--- src/rtl/cgc_mark_ram.sv ---
// ----------------------------------------------------------------------------
// cgc_mark_ram
// Per-vertex placement memory: placed flag and class, two registered reads.
// ----------------------------------------------------------------------------
module cgc_mark_ram #(
  parameter int unsigned DEPTH = 128,
  parameter int unsigned AW    = 7,
  parameter int unsigned WIDTH = 9
) (
  input  logic             clk_i,
  input  logic             we_i,
  input  logic [AW-1:0]    waddr_i,
  input  logic [WIDTH-1:0] wdata_i,
  input  logic [AW-1:0]    raddr_a_i,
  output logic [WIDTH-1:0] rdata_a_o,
  input  logic [AW-1:0]    raddr_b_i,
  output logic [WIDTH-1:0] rdata_b_o
);

  logic [WIDTH-1:0] mem [DEPTH];

  // Write one entry, read two
  always_ff @(posedge clk_i) begin
    if (we_i) begin
      mem[waddr_i] <= wdata_i;
    end
    rdata_a_o <= mem[raddr_a_i];
    rdata_b_o <= mem[raddr_b_i];
  end

endmodule
--- config.mk ---
export PLATFORM = sky130hd
export DESIGN_NAME = cgc_mark_ram
export DESIGN_NICKNAME = d
export VERILOG_FILES = /design/src/rtl/cgc_mark_ram.sv
export SDC_FILE = /design/constraint.sdc
export NUM_CORES = 1
export LEC_CHECK = 0
export BUFFER_PORTS_ARGS = -buffer_cell sky130_fd_sc_hd__buf_2
export CAP_MARGIN = 15
export CORE_ASPECT_RATIO = 1.2
export CORE_MARGIN = 10
export CORE_UTILIZATION = 25
export DETAILED_ROUTE_END_ITERATION = 8
export SLEW_MARGIN = 20
export SYNTH_ARGS = -nofsm -noshare
export SYNTH_HDL_FRONTEND = slang
export SYNTH_SLANG_ARGS = --single-unit
--- constraint.sdc ---
create_clock -name clk_i -period 5.1 [get_ports clk_i]
set_input_delay 1.53 -clock clk_i [delete_from_list [all_inputs] [get_ports clk_i]]
set_output_delay 1.53 -clock clk_i [all_outputs]
set_load 0.005 [all_outputs]
==> results of run 1 <==
[metal layers]
| metal | share of wire | wire [um] | track usage |
|---|---|---|---|
| met1 | 0.37 | 58800 | 0.163 |
| met5 | 0.00011 | 18 | 0 |
| met4 | 0.034 | 5380 | 0.0446 |
| met2 | 0.51 | 81000 | 0.232 |
| met3 | 0.078 | 12300 | 0.0260 |
[worst min-delay path, stage by stage, from the launching register on]
cell      delay (ps)
edfxtp_1         340
mux4_2           230
mux4_2           220
mux4_2           220
mux2_2           130
[placed cells by master, fill, tap and decap left out, drive strengths merged, types with 14 or more instances in the layout]
master and n:
nand2 14, mux4 756, dfxtp 18, edfxtp 1152, clkbuf 147, clkinv 38
buf 283, nor2 122, bufinv 20, mux2 18
[path summary, 6_finish.rpt]
| kind | cells past startpoint | from | slack (ps) | to |
|---|---|---|---|---|
| max reg2reg | 4 | mem[39][4] | 2550 | rdata_b_o[4] |
| max | 7 | raddr_a_i[0] | 1340 | rdata_a_o[5] |
| min | 4 | mem[45][4] | 1150 | rdata_a_o[4] |
| min reg2reg | 4 | mem[45][4] | 1150 | rdata_a_o[4] |
[registers in the layout, summed over array words and instances (netlist names)]
signal	count
mem	1152
rdata_b_o	9
rdata_a_o	9
[stage by stage]
step | hold WS (ps) | cell area (sq um) | power [mW]
after floorplan | 1090 | 53700 | 11.9
after detailed placement | 1140 | 58900 | 12.7
after global routing | 1190 | 62900 | 21.9
after global placement | 1140 | 58900 | 12.7
final | 1150 | 62900 | 21.3
after CTS | 1160 | 62800 | 21.5
[power by group through the flow]
stage	Sequential [mW]	Combinational, mW	Clock (mW)
2_1_floorplan	10.8	1.03	0
3_3_place_gp	10.9	1.77	0
3_5_place_dp	10.9	1.79	0
4_1_cts	10.7	1.79	9.05
5_1_grt	10.7	1.85	9.41
6_report	10.7	1.77	8.88
[layout make-up]
cell class	instances	area, sq um
sequential	1170	35000
clock buffer	147	3030
timing repair buffer	283	2510
tap	2820	3530
antenna	6	15.0
clock inverter	66	870
multi-input combinational	944	18000
fill	20493	151000
[kinds of logic (layout without fill, tap and decap cells)]
family | Yosys count | in the layout | share of synthesized area
multiplexers | 774 | 774 | 0.321
flip-flops | 1170 | 1170 | 0.651
other | 0 | 6 | 0
AND/OR/NAND/NOR | 170 | 170 | 0.0130
buffers and inverters | 183 | 496 | 0.0152
==> results_dict.tcl, run 1 <==
set metrics [dict create \
    grt_usage 0.132 \
    drc 0 \
    ios 50 \
    cts_setup_buffers 0 \
    setup_ws_ps 1340 \
    grt_pass1_wl_um 224000 \
    pre_cts_ws_ps 556 \
    drt_first_pass_iters 5 \
    power_density_nw_per_um2 339 \
    p_clk_frac 0.417 \
    placed_cells 5217 \
    combPwrFrac 0.083 \
    path_class "in2reg" \
    internal_power_mw 16.6 \
    hold_buffers 0 \
    viasPerCell 5.05 \
    cp_top_family "multiplexers" \
    cts_sinks 1170 \
    synth_area_leaders "edfxtp_1, mux4_2, nor2_1" \
    path_clk_slew_ps 60 \
    cp_slowest_cell "mux4_2" \
    dieArea_sq_um 234000 \
    yosys_register_bits 1170 \
    fp.dieW_um 443 \
    worst_pin_slew_ps 1090 \
    numCtsBuffers 113 \
    nNetsFinal 2544 \
    antenna_found_initial 18 \
    initial_utilization 0.251 \
    clk_path_buf_depth 3 \
    finalCritPeriodShare 0.737 \
    swShare 0.220 \
    cp_common_cell "mux4_2" \
    die_h_um 528 \
    critPathRequiredTime_ps 5710 \
    grt_pass1_vias 28830 \
    post_cts_resized 0 \
    synth_ff_type "edfxtp_1" \
    htreeDepth 3 \
    crit_fanout 39 \
    ant_nets 0 \
    slowest_delay_ps 540 \
    overflow 0 \
    netlist_top_cells_count "edfxtp_1, mux4_2, nor2_1" \
    synth.avg_cell_area_sq_um 23.4 \
    syn-cell-area_sq_um 53700 \
    path_buf_inv 3 \
    cts_tree "built" \
    cp_cell_sequence "buf_8, buf_12, buf_4, mux4_2, mux4_2, mux4_2, mux2_2" \
    cts_root_buf "clkbuf_16" \
    rsz0062_at_grt "no" \
    hp-class "reg2reg" \
    cp-start-kind "primary input" \
    synth_fp_nets 2329 \
    core-area_sq_um 214000 \
    setup_violations 0 \
    place_congestion 0.795 \
    slew_headroom 0.271 \
    wl_per_cell_um 29.0 \
    slew_viol_final 0 \
    dr.first_iter.drc_count 3102 \
    synth_cells 2297 \
    arrival_ps 4370 \
    synth-warning-count 0 \
    drt-total-wl_um 157000 \
    utilization 0.294 \
    route.vias.total 27474 \
    synth_edf_count 1152 \
    ir_drop_uv 254 \
    switchingPower_mw 4.70 \
    io_buffers 49 \
    syn_to_final_growth_pct 17.1 \
    hpwlAfterDp_um 101000 \
    hold_viol_final 0 \
    tns_ps 0 \
    fin_cells 5436 \
    synth_seq_area_share 0.651 \
    synth_most_common_cell "edfxtp_1" \
    synth_top_area_frac 0.644 \
    async_reset_ff_frac 0 \
    skew_ps 22.8 \
    timing.fmax_mhz 266 \
    synth.distinct_cells 17 \
    endpoint_kind "flop" \
    min_period_ps 3760 \
    pwr-share-seq 0.501 \
    insertion_delay_ps 730 \
    status "completed" \
    synth_top_area_cell "edfxtp_1" \
    cap_violations 0 \
    grt_max_degree 102 \
    rows 186 \
    final_layout_size_suffix_gt1_frac 0.472 \
    leakagePower_nw 19.0 \
]
Note: power is estimated with default switching activity, not from simulation.
==> inputs of run 2 (changes only) <==
- clock period: 5.1 -> 3.1 ns (I/O delays scaled with it)
==> run 2 against run 1 <==
  * Total power is 62% higher
  * Design area grew 2.6%
  * Sequential power increased by 64%
  * Count of clock-buffer cells in the layout decreased by 11
  * Setup slack got worse by 1300 ps
  * Wire length is 0.42% lower
  * Critical path depth is 1 higher
==> results_dict.tcl, run 2 (synthesis results as in run 1) <==
set metrics [dict create \
    status "completed" \
    hpwlAfterDp_um 108000 \
    grt_usage 0.131 \
    final_common_cell "edfxtp_1" \
    core-area_sq_um 214000 \
    nNetsFinal 2670 \
    hold_viol_final 0 \
    overflow 0 \
    mostFrequentLayoutCells "edfxtp_1, mux4_2, buf_4" \
    regMostFlops "mem" \
    path_clk_slew_ps 70 \
    final_layout_size_suffix_gt1_frac 0.497 \
    drc 0 \
    crit_fanout 18 \
    post_dp_cell_area_sq_um 60900 \
    cts_sinks 1170 \
    hold_buffers 0 \
    ios 50 \
    die_h_um 528 \
    min_period_ps 3030 \
    antenna_found_initial 24 \
    rows 186 \
    numCtsBuffers 110 \
    leakagePower_nw 19.8 \
    slew_viol_final 0 \
    tns_ps 0 \
    holdWs_ps 482 \
    fin_area_sq_um 64500 \
    drt-total-wl_um 157000 \
    finalCritPeriodShare 0.979 \
    place_congestion 0.805 \
    grt_max_degree 81 \
    hp-class "in2reg" \
    largest_reg_flops 1152 \
    route.vias.total 27466 \
    hold_depth 1 \
    path_class "in2reg" \
    slew_headroom 0.467 \
    clk_path_buf_depth 3 \
    cts_root_buf "clkbuf_16" \
    cts_setup_buffers 0 \
    timing.fmax_mhz 330 \
    cp-start-kind "primary input" \
    htreeDepth 3 \
    endpoint_kind "flop" \
    wl_per_cell_um 28.2 \
    syn_to_final_growth_pct 20.2 \
    dieArea_sq_um 234000 \
    largestRegisters "mem (1152), rdata_a_o (9), rdata_b_o (9)" \
    arrival_ps 3650 \
    total_power_mw 34.5 \
    ant_nets 0 \
    rsz0062_at_grt "no" \
    skew_ps 33.6 \
    insertion_delay_ps 730 \
    dr.first_iter.drc_count 2741 \
    post_cts_resized 0 \
    fp.dieW_um 443 \
    grt_pass1_wl_um 222000 \
    power_density_nw_per_um2 534 \
    io_buffers 49 \
    cts_tree "built" \
    drt_first_pass_iters 5 \
    grt_pass1_vias 29451 \
    fillCellCount 20352 \
    worst_pin_slew_ps 799 \
    initial_utilization 0.251 \
    viasPerCell 4.94 \
    ff2ff_path_depth 4 \
    setup_violations 0 \
    cap_violations 0 \
    critPathRequiredTime_ps 3720 \
    ir_drop_uv 437 \
]
-- run 2: changes by cell type in the layout (fill, tap and decap cells not counted), moves of 2 or more --
cell        before  now
clkinv_4         2    0
clkinv_8         1    3
clkbuf_16      114  110
clkinv_1        17   20
diode_2          6   14
clkbuf_1        28   17
clkinvlp_4       2    6
buf_12          34  110
buf_6            4    2
clkinv_2        18   20
clkbuf_8         5    9
bufinv_16       20   12
buf_4          209  264
-- run 2: final cells by class --
cell class	count	area, sq um	share of cell area
Sequential cell	1170	35000	0.542
Timing Repair Buffer	412	4430	0.0686
Clock buffer	136	2940	0.0456
Antenna cell	14	35.0	0.000543
Clock inverter	66	684	0.0106
Tap cell	2820	3530	0.0547
Multi-Input combinational cell	944	18000	0.278
-- run 2: per-stage QoR --
step                utilization  std cells  worst slack [ps]
floorplan                     -       2297             -15.6
global placement          0.285       5346              -691
detailed placement        0.285       5346              -691
CTS                       0.302       5548              93.9
global route              0.302       5559              52.4
finish                    0.302       5562              66.1
-- run 2: report_power, final --
group          total [mW]  switching [mW]  internal, mW
sequential           17.6           0.129          17.5
clock                13.7            5.99          7.73
combinational        3.14            1.61          1.53
total                34.5            7.73          26.7
-- run 2: path summary, 6_finish.rpt --
kind,from,endpoint,slack [ps]
max,raddr_a_i[0],rdata_a_o[3],70
min,wdata_i[3],mem[0][3],480
max reg2reg,mem[5][5],rdata_b_o[5],600
min reg2reg,mem[44][6],rdata_a_o[6],1170
-- run 2: worst max-delay path, cell delays in order --
cell and delay (ps):
buf_8 160, buf_12 160, buf_12 190, buf_12 150
mux4_2 510, mux4_2 590, mux4_2 600, mux2_2 300
-- run 2: layer usage --
| metal | vias to the layer above | wire length, um | share of wire | global-route usage |
|---|---|---|---|---|
| met5 | - | 74 | 0.00047 | 0 |
| met4 | 10 | 7350 | 0.047 | 0.0591 |
| met3 | 290 | 9540 | 0.061 | 0.0192 |
| met2 | 1098 | 82500 | 0.53 | 0.237 |
| met1 | 15019 | 57400 | 0.37 | 0.155 |
| li1 | 11049 | - | - | - |
==> inputs of run 3 (changes only) <==
- PLACE_DENSITY_LB_ADDON: not set -> 0.2
==> run 3 against run 2 <==
  * Worst hold slack better by 65 ps
  * Die area is the same
  * Sequential cell count unchanged
  * Via count grew 2.4%
  * Clock power up 16%
  * Sequential share of layout area decreased by 0.61 points
==> results_dict.tcl, run 3 (synthesis results as in run 1) <==
set metrics [dict create \
    post_dp_cell_area_sq_um 60900 \
    largestRegisters "mem (1152), rdata_a_o (9), rdata_b_o (9)" \
    dr.first_iter.drc_count 2720 \
    cp_slowest_cell "mux4_2" \
    hold_start "wdata_i[0]" \
    cap_violations 0 \
    rows 186 \
    grt.busiest_layer "met2" \
    status "completed" \
    fin_area_sq_um 65300 \
    min_period_ps 3020 \
    clk_path_buf_depth 3 \
    crit_start "raddr_b_i[0]" \
    hold_viol_final 0 \
    total_power_mw 36.8 \
    core-area_sq_um 214000 \
    cts_tree "built" \
    grt_pass1_wl_um 255000 \
    cts_sinks 1170 \
    post_cts_resized 0 \
    grt_pass1_vias 30229 \
    cp_top_family "multiplexers" \
    cp_common_cell "mux4_2" \
    critPathRequiredTime_ps 3770 \
    cp-start-kind "primary input" \
    power_density_nw_per_um2 564 \
    drc 0 \
    hp-class "in2reg" \
    mostFrequentLayoutCells "edfxtp_1, mux4_2, buf_4" \
    wl_per_cell_um 32.9 \
    initial_utilization 0.251 \
    cts_root_buf "clkbuf_16" \
    regMostFlops "mem" \
    drt_first_pass_iters 5 \
    crit_fanout 13 \
    global_route.usage.met1 0.186 \
    viasPerCell 5.00 \
    path_buf_inv 3 \
    final_common_cell "edfxtp_1" \
    final_layout_size_suffix_gt1_frac 0.503 \
    skew_ps 30.9 \
    ios 50 \
    io_buffers 49 \
    setup_violations 0 \
    r2r_start "mem[127][8]" \
    htreeDepth 4 \
    finalCritPeriodShare 0.975 \
    place_congestion 0.822 \
    largest_reg_flops 1152 \
    grt_usage 0.156 \
    path_clk_slew_ps 60 \
    endpoint_kind "flop" \
    slew_headroom 0.430 \
    placed_cells 5376 \
    worst_pin_slew_ps 855 \
    use_met3 0.0265 \
    hold_buffers 0 \
    route.vias.total 28120 \
    syn_to_final_growth_pct 21.5 \
    slew_viol_final 0 \
    holdWs_ps 547 \
    dieArea_sq_um 234000 \
    grt_max_degree 129 \
    grtUsageMet2 0.283 \
    rsz0062_at_grt "no" \
    cts_setup_buffers 0 \
    arrival_ps 3690 \
    pre_cts_ws_ps -763 \
    insertion_delay_ps 790 \
    ant_nets 0 \
    drt-total-wl_um 185000 \
    cp_cell_sequence "buf_8, buf_4, buf_4, mux4_2, mux4_2, mux4_2, mux2_2" \
    hpwlAfterDp_um 127000 \
    overflow 0 \
    numCtsBuffers 133 \
    slowest_delay_ps 570 \
    setup_ws_ps 76.7 \
    die_h_um 528 \
    fp.dieW_um 443 \
    path_class "in2reg" \
    timing.fmax_mhz 331 \
    ir_drop_uv 560 \
    fin_cells 5626 \
    nNetsFinal 2723 \
    leakagePower_nw 20.2 \
    antenna_found_initial 20 \
]
[run 3: cell types whose count changed in the layout (fill, tap and decap cells not counted), moves of 4 or more]
| cell | delta |
|---|---|
| buf_4 | +45 |
| clkbuf_16 | +25 |
| buf_12 | -15 |
| clkbuf_1 | +15 |
| clkinv_2 | -6 |
| clkbuf_8 | -5 |
| clkinvlp_4 | +5 |
| nor3_1 | +5 |
| nor3_2 | -5 |
| clkinv_8 | +4 |
| diode_2 | -4 |
[run 3: stage by stage]
stage,setup TNS [ps],utilization
floorplan,-282,-
global placement,-11490,0.285
detailed placement,-11410,0.285
CTS,0,0.305
global route,0,0.305
finish,0,0.305
[run 3: routing by layer]
layer | vias to the layer above | share of wire | wire length [um]
met3 | 261 | 0.049 | 9110
met1 | 15736 | 0.38 | 70700
met2 | 950 | 0.53 | 98300
li1 | 11163 | - | -
met5 | - | 0.00039 | 72
met4 | 10 | 0.036 | 6610
[run 3: layout make-up]
type	instances	area, sq um
fill	20281	149000
sequential	1170	35000
multi-input combinational	944	17900
timing repair buffer	442	4460
clock buffer	171	3550
tap	2820	3530
clock inverter	69	806
antenna	10	25.0
[run 3: final timing paths]
check                 endpoint  slack [ps]  cells after the start
setup / recovery  rdata_b_o[7]          80                      7
hold reg to reg   rdata_b_o[1]        1190                      4
setup reg to reg  rdata_b_o[8]         550                      4
hold / removal     mem[105][0]         550                      1
[run 3: power breakdown]
part | switching (mW) | leakage [nW] | internal [mW]
Sequential | 0.122 | 10.5 | 17.5
Combinational | 1.82 | 7.62 | 1.52
Clock | 6.69 | 2.08 | 9.18
