<file path="config.mk">
export PLATFORM = sky130hd
export DESIGN_NAME = cgc_divider
export DESIGN_NICKNAME = d
export VERILOG_FILES = /design/src/rtl/cgc_pkg.sv /design/src/rtl/cgc_divider.sv
export SDC_FILE = /design/constraint.sdc
export NUM_CORES = 1
export LEC_CHECK = 0
export BUFFER_PORTS_ARGS = -buffer_cell sky130_fd_sc_hd__buf_2
export CORE_ASPECT_RATIO = 1.4
export CORE_MARGIN = 10
export CORE_UTILIZATION = 40
export DETAILED_ROUTE_END_ITERATION = 7
export GPL_TIMING_DRIVEN = 1
export PLACE_DENSITY = 0.65
export SLEW_MARGIN = 20
export SYNTH_ARGS = -nofsm -noshare
export SYNTH_HDL_FRONTEND = slang
export SYNTH_SLANG_ARGS = --single-unit
export TNS_END_PERCENT = 20
</file>
<file path="constraint.sdc">
create_clock -name clk_i -period 4.8 [get_ports clk_i]
set_input_delay 0.72 -clock clk_i [delete_from_list [all_inputs] [get_ports clk_i]]
set_output_delay 0.72 -clock clk_i [all_outputs]
set_load 0.01 [all_outputs]
</file>
<file path="src/rtl/cgc_pkg.sv">
// ----------------------------------------------------------------------------
// cgc_pkg
// Shared codes, field widths and the divider request/response types of the
// capacity-limited greedy colouring block.
// ----------------------------------------------------------------------------
package cgc_pkg;

  // Item field widths
  localparam int unsigned KIND_W  = 2;
  localparam int unsigned END_W   = 7;
  localparam int unsigned EDGE_W  = 2 * END_W;
  localparam int unsigned CFG_W   = 8;
  localparam int unsigned OUT_W   = 8;

  // Size limit divider: numerator holds vertex_count + team_target + 1
  localparam int unsigned DIV_NUM_W = 10;
  localparam int unsigned DIV_DEN_W = CFG_W;

  // Item kinds
  localparam logic [KIND_W-1:0] KIND_ADD   = 2'd0;
  localparam logic [KIND_W-1:0] KIND_RUN   = 2'd1;
  localparam logic [KIND_W-1:0] KIND_CLEAR = 2'd2;

  // Register indexes
  localparam logic REG_VERTEX_COUNT = 1'b0;
  localparam logic REG_TEAM_TARGET  = 1'b1;

  typedef struct packed {
    logic                 start;
    logic [DIV_NUM_W-1:0] num;
    logic [DIV_DEN_W-1:0] den;
  } div_req_t;

  typedef struct packed {
    logic                 done;
    logic [DIV_NUM_W-1:0] quot;
  } div_rsp_t;

endpackage

</file>
<file path="src/rtl/cgc_divider.sv">
// ----------------------------------------------------------------------------
// cgc_divider
// Restoring divider, one quotient bit per cycle, for the class size limit.
// ----------------------------------------------------------------------------
module cgc_divider (
  input  logic              clk_i,
  input  logic              rst_ni,
  input  cgc_pkg::div_req_t req_i,
  output cgc_pkg::div_rsp_t rsp_o
);

  localparam int unsigned NW = cgc_pkg::DIV_NUM_W;
  localparam int unsigned DW = cgc_pkg::DIV_DEN_W;
  localparam int unsigned CNTW = $clog2(NW);

  logic            busy_q, busy_d;
  logic            done_q, done_d;
  logic [CNTW-1:0] cnt_q, cnt_d;
  logic [NW-1:0]   num_q, num_d;
  logic [DW-1:0]   den_q, den_d;
  logic [DW-1:0]   rem_q, rem_d;
  logic [DW:0]     trial;
  logic            ge;

  // Shift in the next numerator bit and subtract where it fits
  assign trial = {rem_q, num_q[NW-1]};
  assign ge    = trial >= {1'b0, den_q};

  always_comb begin
    busy_d = busy_q;
    done_d = 1'b0;
    cnt_d  = cnt_q;
    num_d  = num_q;
    den_d  = den_q;
    rem_d  = rem_q;
    if (req_i.start) begin
      busy_d = 1'b1;
      cnt_d  = '0;
      num_d  = req_i.num;
      den_d  = req_i.den;
      rem_d  = '0;
    end else if (busy_q) begin
      rem_d = ge ? DW'(trial - {1'b0, den_q}) : DW'(trial);
      num_d = {num_q[NW-2:0], ge};
      cnt_d = cnt_q + 1'b1;
      if (cnt_q == CNTW'(NW - 1)) begin
        busy_d = 1'b0;
        done_d = 1'b1;
      end
    end
  end

  always_ff @(posedge clk_i or negedge rst_ni) begin
    if (!rst_ni) begin
      busy_q <= 1'b0;
      done_q <= 1'b0;
      cnt_q  <= '0;
    end else begin
      busy_q <= busy_d;
      done_q <= done_d;
      cnt_q  <= cnt_d;
    end
  end

  always_ff @(posedge clk_i) begin
    num_q <= num_d;
    den_q <= den_d;
    rem_q <= rem_d;
  end

  assign rsp_o.done = done_q;
  assign rsp_o.quot = num_q;

endmodule

</file>
==> results.cfg, run 1 <==
[sta]
rsz0062_at_grt = false
finalCriticalPeriod_ns = 2.17
slew_viol_final = 0
max-slew-margin-rel = 0.543
worst_hold_slack_ns = 0.247
fin_skew_ns = 0.00658
fmax_mhz = 462
setup_violations = 0
hold_violations = 0
tightest_slew_ns = 0.685
final.setup.tns_ns = 0
post-route-period-util = 0.451

[place]
dp_hpwl_um = 2830
port_buffers = 31
gp_congestion = 0.799

[floorplan]
core.rowCount = 28
core_area_um2 = 4270
die_area_um2 = 7550
die_x_um = 76.3
ios = 32
die_h_um = 98.9
initial_core_util = 0.416

[routing]
num_vias = 1273
drtPass1Iterations = 4
drc = 0
drtAntennaViolNets = 0
wl_um = 3660
drt-vias-per-instance = 5.03
drt_iter0_markers = 41
wl_per_cell_um = 14.5

[clock_tree]
clkSinkCount = 32
clock_latency_ns = 0.28
post_cts_buffers = 0
cts_buffer_depth = 2
path_clk_slew_ns = 0.07
post_cts_resized = 0
cts_inserted_buffers = 5
root_buffer = clkbuf_8
cts-hold-fix-buffers = 0
cts_max_level = 2
cts_tree = yes

[cells_and_area]
fin_util = 0.480
drive_gt1_frac = 0.285
diodes = 0
areaGrowthSynthToFinish_pct = 15.6
layout.nets = 224
layout_commonest_cell = buf_2
mostFrequentLayoutCells = buf_2 (31), nor2_1 (19), edfxtp_1 (18)

[pwr]
p_leak_nw = 0.885
power.density_nw_per_um2 = 392
vdd_drop_max_mv = 0.192

[setup_path]
path_buf_inv = 1
crit_path_start_kind = flip-flop
critPathTopFamily = compound AO/OA/AOI/OAI gates
crit_path_top_delay_cell = a311oi_4
critPathMaxStageDelay_ns = 0.53
endpoint_kind = flip-flop
cp_max_fo = 13
reg2reg_depth = 7
worst_ep_required_time_ns = 4.81
rr_endpoint = num_q[0]$_DFFE_PP_
crit_path_cell_trace = inv_1 > ha_1 > nor2b_1 > o21ai_2 > a311oi_4 > and2_1 > mux2i_1
r2r_slack_ns = 2.63
critPathKind = reg2reg
worst_ep_arrival_time_ns = 2.18
r2r-start = num_q[9]$_DFFE_PP_

[yosys]
yosysSeqAreaShare = 0.479
synthTopCellsByArea = edfxtp_1 (30%), dfxtp_1 (9.0%), dfrtp_1 (8.5%)
synth_edf_count = 18
yosys.cell_types.count = 48
synth_area_um2 = 1780
synth_top_area_share = 0.304
synthesis.nets = 194
synthCells = 162
ys_ff_latch = 32
synth_warnings = 0
async_flop_share = 0.188
yosysTopAreaCell = edfxtp_1
synth_flop_cell = edfxtp_1
synth.avg_cell_area_um2 = 11.0

[min_path]
hp-class = in2async

[global_routing]
grt_pass1_vias = 1396
grt_pass1_wl_um = 6490
grt_overflow_total = 0
track_usage = 0.105
antenna_found_initial = 0
grt_max_degree = 36

[run]
drv_cap = 0

[run_status]
outcome = finished, final reports clean
==> state kept, by name, summed over array words and instances, names as in the netlist <==
register	cells
num_q	10
busy_q	1
cnt_q	4
den_q	8
done_q	1
rem_q	8
==> synth_stat cells (3+ instances only) <==
cell,number
inv_1,12
dfrtp_1,6
nand3_1,6
xor2_1,4
a21o_1,3
dfxtp_1,8
ha_1,10
mux2_2,9
a21oi_1,5
and2_1,3
nand2b_1,4
edfxtp_1,18
clkbuf_1,3
nand2_1,8
nor2b_1,3
a311oi_1,3
nor2_1,19
==> worst max path at each step <==
stage,startpoint,end,slack (ns),depth (start not counted)
2_1_floorplan,num_q[9]$_DFFE_PP_,rem_q[4]$_SDFFE_PP0P_,2.83,8
3_3_place_gp,den_q[2]$_DFFE_PP_,num_q[0]$_DFFE_PP_,2.66,7
3_5_place_dp,num_q[9]$_DFFE_PP_,num_q[0]$_DFFE_PP_,2.62,7
4_1_cts,num_q[9]$_DFFE_PP_,num_q[0]$_DFFE_PP_,2.60,7
5_1_grt,num_q[9]$_DFFE_PP_,num_q[0]$_DFFE_PP_,2.42,7
6_report,num_q[9]$_DFFE_PP_,num_q[0]$_DFFE_PP_,2.63,7
==> per-layer routing <==
layer / wire length, µm / GRT usage / vias to the layer above / share of wire
met1: 1500 / 0.107 / 586 / 0.41
met4: 84 / 0.0488 / 0 / 0.023
met2: 1850 / 0.184 / 34 / 0.50
met3: 230 / 0.0418 / 8 / 0.063
met5: 0 / 0 / - / 0
li1: - / - / 645 / -
==> power by group <==
| group | leakage (nW) | internal, mW | switching [mW] |
|---|---|---|---|
| clock network | 0.0488 | 0.117 | 0.0968 |
| registers | 0.327 | 0.331 | 0.0255 |
| logic | 0.509 | 0.107 | 0.128 |
| total | 0.885 | 0.554 | 0.250 |
==> metrics by stage <==
step | worst slack (ns) | cell area (µm²) | cells | total power [mW]
finish | 2.63 | 2050 | 253 | 0.804
global route | 2.42 | 2050 | 253 | 0.862
CTS | 2.60 | 2050 | 253 | 0.817
detailed placement | 2.62 | 1960 | 245 | 0.600
global placement | 2.66 | 1960 | 245 | 0.594
floorplan | 2.83 | 1780 | 162 | 0.534
==> worst register-to-register path, stage by stage, from the launching register on <==
cell	delay [ns]
edfxtp_1	0.37
inv_1	0.05
ha_1	0.31
nor2b_1	0.15
o21ai_2	0.10
a311oi_4	0.53
and2_1	0.31
mux2i_1	0.09
==> layout make-up <==
| cell class | count | area (µm²) |
|---|---|---|
| fill | 429 | 2220 |
| sequential | 32 | 851 |
| multi-input combinational | 110 | 835 |
| timing repair buffer | 31 | 155 |
| clock buffer | 7 | 86.3 |
| tap | 60 | 75.1 |
| inverter | 12 | 45.0 |
| clock inverter | 1 | 6.26 |
==> logic make-up after synthesis <==
family                   count (synthesis)  synth area share
flip-flops                              32             0.479
XOR/XNOR                                 6            0.0296
AO/OA/AOI/OAI                           31             0.149
buffers and inverters                   20            0.0514
adder cells (fa/ha/maj)                 11            0.0817
AND/OR/NAND/NOR                         51             0.141
multiplexers                            11            0.0683
(Power assumes the default switching activity.)
==> run 2, diff against run 1 <==
ABC_AREA = 1   (was not set)
PLACE_DENSITY = 0.66   (was 0.65)
clock period = 2.15 ns   (was 4.8 ns; I/O delays follow)
==> run 2 against run 1 <==
Net effect: critical path depth increased by 3; combinational power increased to 3.4 times the previous value; final area up 2.6%.
==> results.cfg, run 2 <==
[global_routing]
track_usage = 0.100
antenna_found_initial = 0
grt_pass1_vias = 1456
grt_pass1_wl_um = 6280
grt_max_degree = 17
grt_overflow_total = 0

[min_path]
worstHoldPathCells = 1
min_to = den_q[7]$_DFFE_PP_
hp-class = in2reg
min_from = req_i[7]

[routing]
num_vias = 1389
drtPass1Iterations = 4
wl_per_cell_um = 12.0
wl_um = 3670
drtAntennaViolNets = 0
drt_iter0_markers = 64
drc = 0
drt-vias-per-instance = 4.52

[clock_tree]
clkSinkCount = 32
root_buffer = clkbuf_8
post_cts_buffers = 0
post_cts_resized = 0
cts_inserted_buffers = 5
cts_buffer_depth = 2
cts_tree = yes
cts_max_level = 2
clock_latency_ns = 0.28
path_clk_slew_ns = 0.07

[place]
gp_congestion = 0.780
dp_hpwl_um = 2890
dp_cells = 298
port_buffers = 31
postPlaceCellArea_um2 = 2000
dp_slack_ns = 0.453

[floorplan]
die_area_um2 = 7510
initial_core_util = 0.416
die_x_um = 76.1
die_h_um = 98.6
core.rowCount = 28
ios = 32
core_area_um2 = 4240

[sta]
fmax_mhz = 591
setup_violations = 0
rsz0062_at_grt = false
post-route-period-util = 0.788
fin_skew_ns = 0.00722
tightest_slew_ns = 0.430
finalCriticalPeriod_ns = 1.69
final.setup.worst_slack_ns = 0.457
max-slew-margin-rel = 0.713
slew_viol_final = 0
worst_hold_slack_ns = 0.214
final.setup.tns_ns = 0
hold_violations = 0

[cells_and_area]
areaGrowthSynthToFinish_pct = 19.3
mostFrequentLayoutCells = nand2_1 (79), buf_2 (31), inv_1 (24)
fin_cells = 307
largest-register = num_q
diodes = 0
layout.nets = 278
biggestRegsByFlops = num_q (10), den_q (8), rem_q (8)
layout_commonest_cell = nand2_1
fin_util = 0.497
drive_gt1_frac = 0.219
final_cell_area_um2 = 2110
largest_register_ffs = 10
num-fill-cells = 396

[yosys]
synth_area_um2 = 1770
synthesis.nets = 240
synth_most_common_cell = nand2_1
synthCells = 208
async_flop_share = 0.188
yosys.cell_types.count = 31
synth_warnings = 0
synth_top_area_share = 0.306
synth_edf_count = 18
yosys-top-cells-count = nand2_1 (79), inv_1 (24), edfxtp_1 (18), nand3_1 (16), ha_1 (10)
synth.avg_cell_area_um2 = 8.49
yosysTopAreaCell = edfxtp_1
synthTopCellsByArea = edfxtp_1 (31%), nand2_1 (17%), dfxtp_1 (9.1%)
synth_flop_cell = edfxtp_1
ys_ff_latch = 32
yosysSeqAreaShare = 0.482

[pwr]
p_int_mw = 1.38
pwr-share-comb = 0.379
switching_share = 0.356
power_switching_mw = 0.761
p_total_mw = 2.14
vdd_drop_max_mv = 0.570
power.density_nw_per_um2 = 1010
p_leak_nw = 1.08
p_seq_frac = 0.386
clkPwrFrac = 0.235

[setup_path]
worst_ep_arrival_time_ns = 1.87
reg2reg_depth = 10
critPathKind = reg2reg
r2r-start = num_q[9]$_DFFE_PP_
rr_endpoint = rem_q[4]$_SDFFE_PP0P_
crit_path_start_kind = flip-flop
r2r_slack_ns = 0.46
worst_ep_required_time_ns = 2.32
cp_max_fo = 2
endpoint_kind = flip-flop

[run]
drv_cap = 0

[run_status]
outcome = finished, final reports clean
[run 2: changes by cell type in the layout (fill, tap and decap cells not counted), sizes merged, moves of 4 or more]
cell / previous run / this run
nand3b: 1 / 7
nand2: 8 / 83
nor2: 19 / 8
inv: 13 / 27
nand2b: 4 / 0
nand3: 6 / 17
mux2: 9 / 0
a311oi: 5 / 0
[run 2: worst max-delay path by stage]
| stage | startpoint | endpoint | slack (ns) | cells after the start |
|---|---|---|---|---|
| after CTS | num_q[9]$_DFFE_PP_ | rem_q[4]$_SDFFE_PP0P_ | 0.44 | 10 |
| after detailed placement | num_q[9]$_DFFE_PP_ | rem_q[4]$_SDFFE_PP0P_ | 0.45 | 10 |
| after global routing | num_q[9]$_DFFE_PP_ | rem_q[4]$_SDFFE_PP0P_ | 0.32 | 10 |
| after floorplan | num_q[9]$_DFFE_PP_ | rem_q[4]$_SDFFE_PP0P_ | 0.52 | 10 |
| final | num_q[9]$_DFFE_PP_ | rem_q[4]$_SDFFE_PP0P_ | 0.46 | 10 |
| after global placement | num_q[9]$_DFFE_PP_ | rem_q[4]$_SDFFE_PP0P_ | 0.45 | 10 |
[run 2: metal layers]
metal / global-route usage / vias to the layer above / part of all wire
li1: - / 743 / -
met1: 0.102 / 613 / 0.42
met2: 0.182 / 27 / 0.50
met3: 0.0318 / 6 / 0.055
met4: 0.0430 / 0 / 0.017
met5: 0 / - / 0
[run 2: what timing repair did]
item | CTS | global route
endpoints found under the setup margin | 0 | 0
hold endpoints to repair | 6 | 0
hold buffers | 1 | 0
[run 2: logic make-up (layout without fill, tap and decap cells)]
kind of cell,after synthesis,in the layout,share of synthesized area
xor+xnor,3,3,0.0149
simple gates,120,120,0.314
fa+ha+maj,11,11,0.0822
flops,32,32,0.482
buf+inv,31,70,0.0680
compound gates,11,11,0.0390
[run 2: power groups by stage]
stage	sequential (mW)	clock, mW	combinational (mW)
after detailed placement	0.837	0	0.808
after global placement	0.837	0	0.804
after floorplan	0.829	0	0.623
final	0.825	0.502	0.810
after global routing	0.837	0.530	0.927
after CTS	0.826	0.511	0.819
[run 2: worst max-delay path, stage by stage (launching register included)]
cell,delay [ns]
edfxtp_1,0.34
inv_1,0.06
ha_1,0.21
fa_1,0.41
inv_1,0.10
nand3_1,0.07
nand3_1,0.09
xnor2_1,0.12
nand2_1,0.08
nand3_1,0.06
nand2_1,0.06
[run 2: cell type report]
| class | instances | area (µm²) | area share |
|---|---|---|---|
| flip-flops and latches | 32 | 851 | 0.404 |
| inverters | 28 | 105 | 0.0499 |
| repair buffers | 34 | 180 | 0.0856 |
| well taps | 60 | 75.1 | 0.0357 |
| multi-input cells | 145 | 795 | 0.377 |
| clock buffers | 8 | 100 | 0.0475 |
==> run 3, diff against run 2 <==
PLACE_DENSITY = 0.68   (was 0.66)
clock period = 1.4 ns   (was 2.15 ns; I/O delays follow)
==> run 3 against run 2 <==
Net effect: the run now ends with setup timing left; non-clock buffer count grew 21; first-iteration DRC count shrank 3.1%; clock skew grew 0.0033 ns; flip-flop and latch count is the same; cell count grew 7.2%; via count grew 10%; combinational power grew 150%; critical endpoint is now num_q[0]$_DFFE_PP_; power grew 85%; final area grew 16%; core utilization grew 7.9 points.
==> results.cfg, run 3 (same netlist as run 2, synthesis figures left out) <==
[run_status]
outcome = finished, violations left
violations = setup timing

[clock_tree]
clock_latency_ns = 0.28
root_buffer = clkbuf_8
cts_inserted_buffers = 5
cts_max_level = 2
cts_tree = yes
path_clk_slew_ns = 0.07
clkSinkCount = 32
cts_buffer_depth = 2

[routing]
wl_per_cell_um = 12.9
num_vias = 1529
drtAntennaViolNets = 0
drtPass1Iterations = 4
drt_iter0_markers = 62
drc = 0
wl_um = 4250
drt-vias-per-instance = 4.65

[cells_and_area]
layout.nets = 300
diodes = 0
areaGrowthSynthToFinish_pct = 38.3
mostFrequentLayoutCells = nand2_1 (68), buf_2 (31), buf_4 (21)
layout_commonest_cell = nand2_1
fin_cells = 329
regArea_um2 = 851
final_cell_area_um2 = 2440
largest_register_ffs = 10
drive_gt1_frac = 0.383
num-fill-cells = 377
multi_input_area_um2 = 963
largest-register = num_q
biggestRegsByFlops = num_q (10), den_q (8), rem_q (8)

[setup_path]
cp_max_fo = 5
r2r_slack_ns = -0.21
crit_path_start_kind = flip-flop
rr_endpoint = num_q[0]$_DFFE_PP_
critPathKind = reg2reg
worst_ep_required_time_ns = 1.43
r2r-start = num_q[9]$_DFFE_PP_
worst_ep_arrival_time_ns = 1.63
critPathMaxStageDelay_ns = 0.40
crit_end = num_q[0]$_DFFE_PP_
crit_path_cell_trace = inv_2 > ha_2 > nand2_1 > nor2_2 > a21oi_4 > clkbuf_16 > a31oi_4
crit_path_start = num_q[9]$_DFFE_PP_
endpoint_kind = flip-flop
crit_path_top_delay_cell = edfxtp_1
reg2reg_depth = 7

[pwr]
p_leak_nw = 1.20
vdd_drop_max_mv = 0.972
power.density_nw_per_um2 = 1620

[floorplan]
core_area_um2 = 4240
core.rowCount = 28
initial_core_util = 0.416
die_x_um = 76.1
ios = 32
die_h_um = 98.6
die_area_um2 = 7510

[global_routing]
antenna_found_initial = 0
grt_pass1_wl_um = 6990
grt_pass1_vias = 1664
grt_overflow_total = 0
track_usage = 0.111
grt_max_degree = 15

[sta]
slew_viol_final = 0
rsz0062_at_grt = true
post-route-period-util = 1.15
max-slew-margin-rel = 0.700
final.setup.worst_slack_ns = -0.208
fmax_mhz = 622
tightest_slew_ns = 0.450
fin_skew_ns = 0.0105
hold_violations = 0
setup_violations = 9
finalCriticalPeriod_ns = 1.61

[place]
postPlaceCellArea_um2 = 2150
dp_cells = 316
dp_hpwl_um = 3110
port_buffers = 31
gp_congestion = 0.846
dp_slack_ns = -0.249

[min_path]
hp-class = in2reg

[run]
drv_cap = 0
-- run 3: layer usage --
layer	vias up	wire length [µm]	share of wire	global-route usage
li1	794	-	-	-
met1	693	1740	0.41	0.110
met2	32	2250	0.53	0.206
met3	10	135	0.032	0.0255
met4	0	125	0.029	0.0660
met5	-	0	0	0
-- run 3: worst min-delay path by stage --
stage / from / to / slack [ns] / cells past startpoint
after CTS: req_i[6] / den_q[6]$_DFFE_PP_ / 0.1 / 1
after global routing: req_i[6] / den_q[6]$_DFFE_PP_ / 0.09 / 1
final: req_i[7] / den_q[7]$_DFFE_PP_ / 0.1 / 1
after floorplan: rst_ni / busy_q$_DFF_PN0_ / -0.09 / 0
after detailed placement: rst_ni / cnt_q[3]$_DFFE_PN0P_ / 0.04 / 1
after global placement: rst_ni / cnt_q[3]$_DFFE_PN0P_ / 0.04 / 1
-- run 3: final cells by class --
cell class,instances,share of cell area
clock inverter,1,0.00154
multi-input combinational,146,0.394
inverter,28,0.0430
sequential,32,0.348
timing repair buffer,55,0.151
tap,60,0.0307
clock buffer,7,0.0313
-- run 3: where the power goes --
group	switching, mW	leakage, nW	internal (mW)	total (mW)
sequential	0.130	0.330	1.16	1.29
clock	0.320	0.0399	0.345	0.665
combinational	1.01	0.826	0.981	1.99
total	1.46	1.20	2.48	3.95
-- run 3: stage by stage --
stage	hold WS (ns)	util	total power [mW]	TNS [ns]
2_1_floorplan	-0.0856	-	2.25	-0.870
3_3_place_gp	0.0386	0.506	2.77	-1.76
3_5_place_dp	0.0412	0.506	2.79	-2.14
4_1_cts	0.0969	0.545	3.62	-1.51
5_1_grt	0.0913	0.576	4.23	-2.44
6_report	0.0990	0.576	3.95	-1.74
-- run 3: critical path: cells and delay by family, from the launching register on --
kind	cells	cell delay, ns
flip-flops	1	0.40
adder cells (fa/ha/maj)	1	0.28
buffers and inverters	2	0.26
AO/OA/AOI/OAI	2	0.25
AND/OR/NAND/NOR	2	0.16
-- run 3: repair_timing --
item	4_1_cts	5_1_grt
setup endpoints to repair	9	9
gates cloned	1	1
endpoints found under the hold margin	6	0
resized for setup	8	20
setup buffers	2	0
pin swaps	0	14
hold buffers	1	0
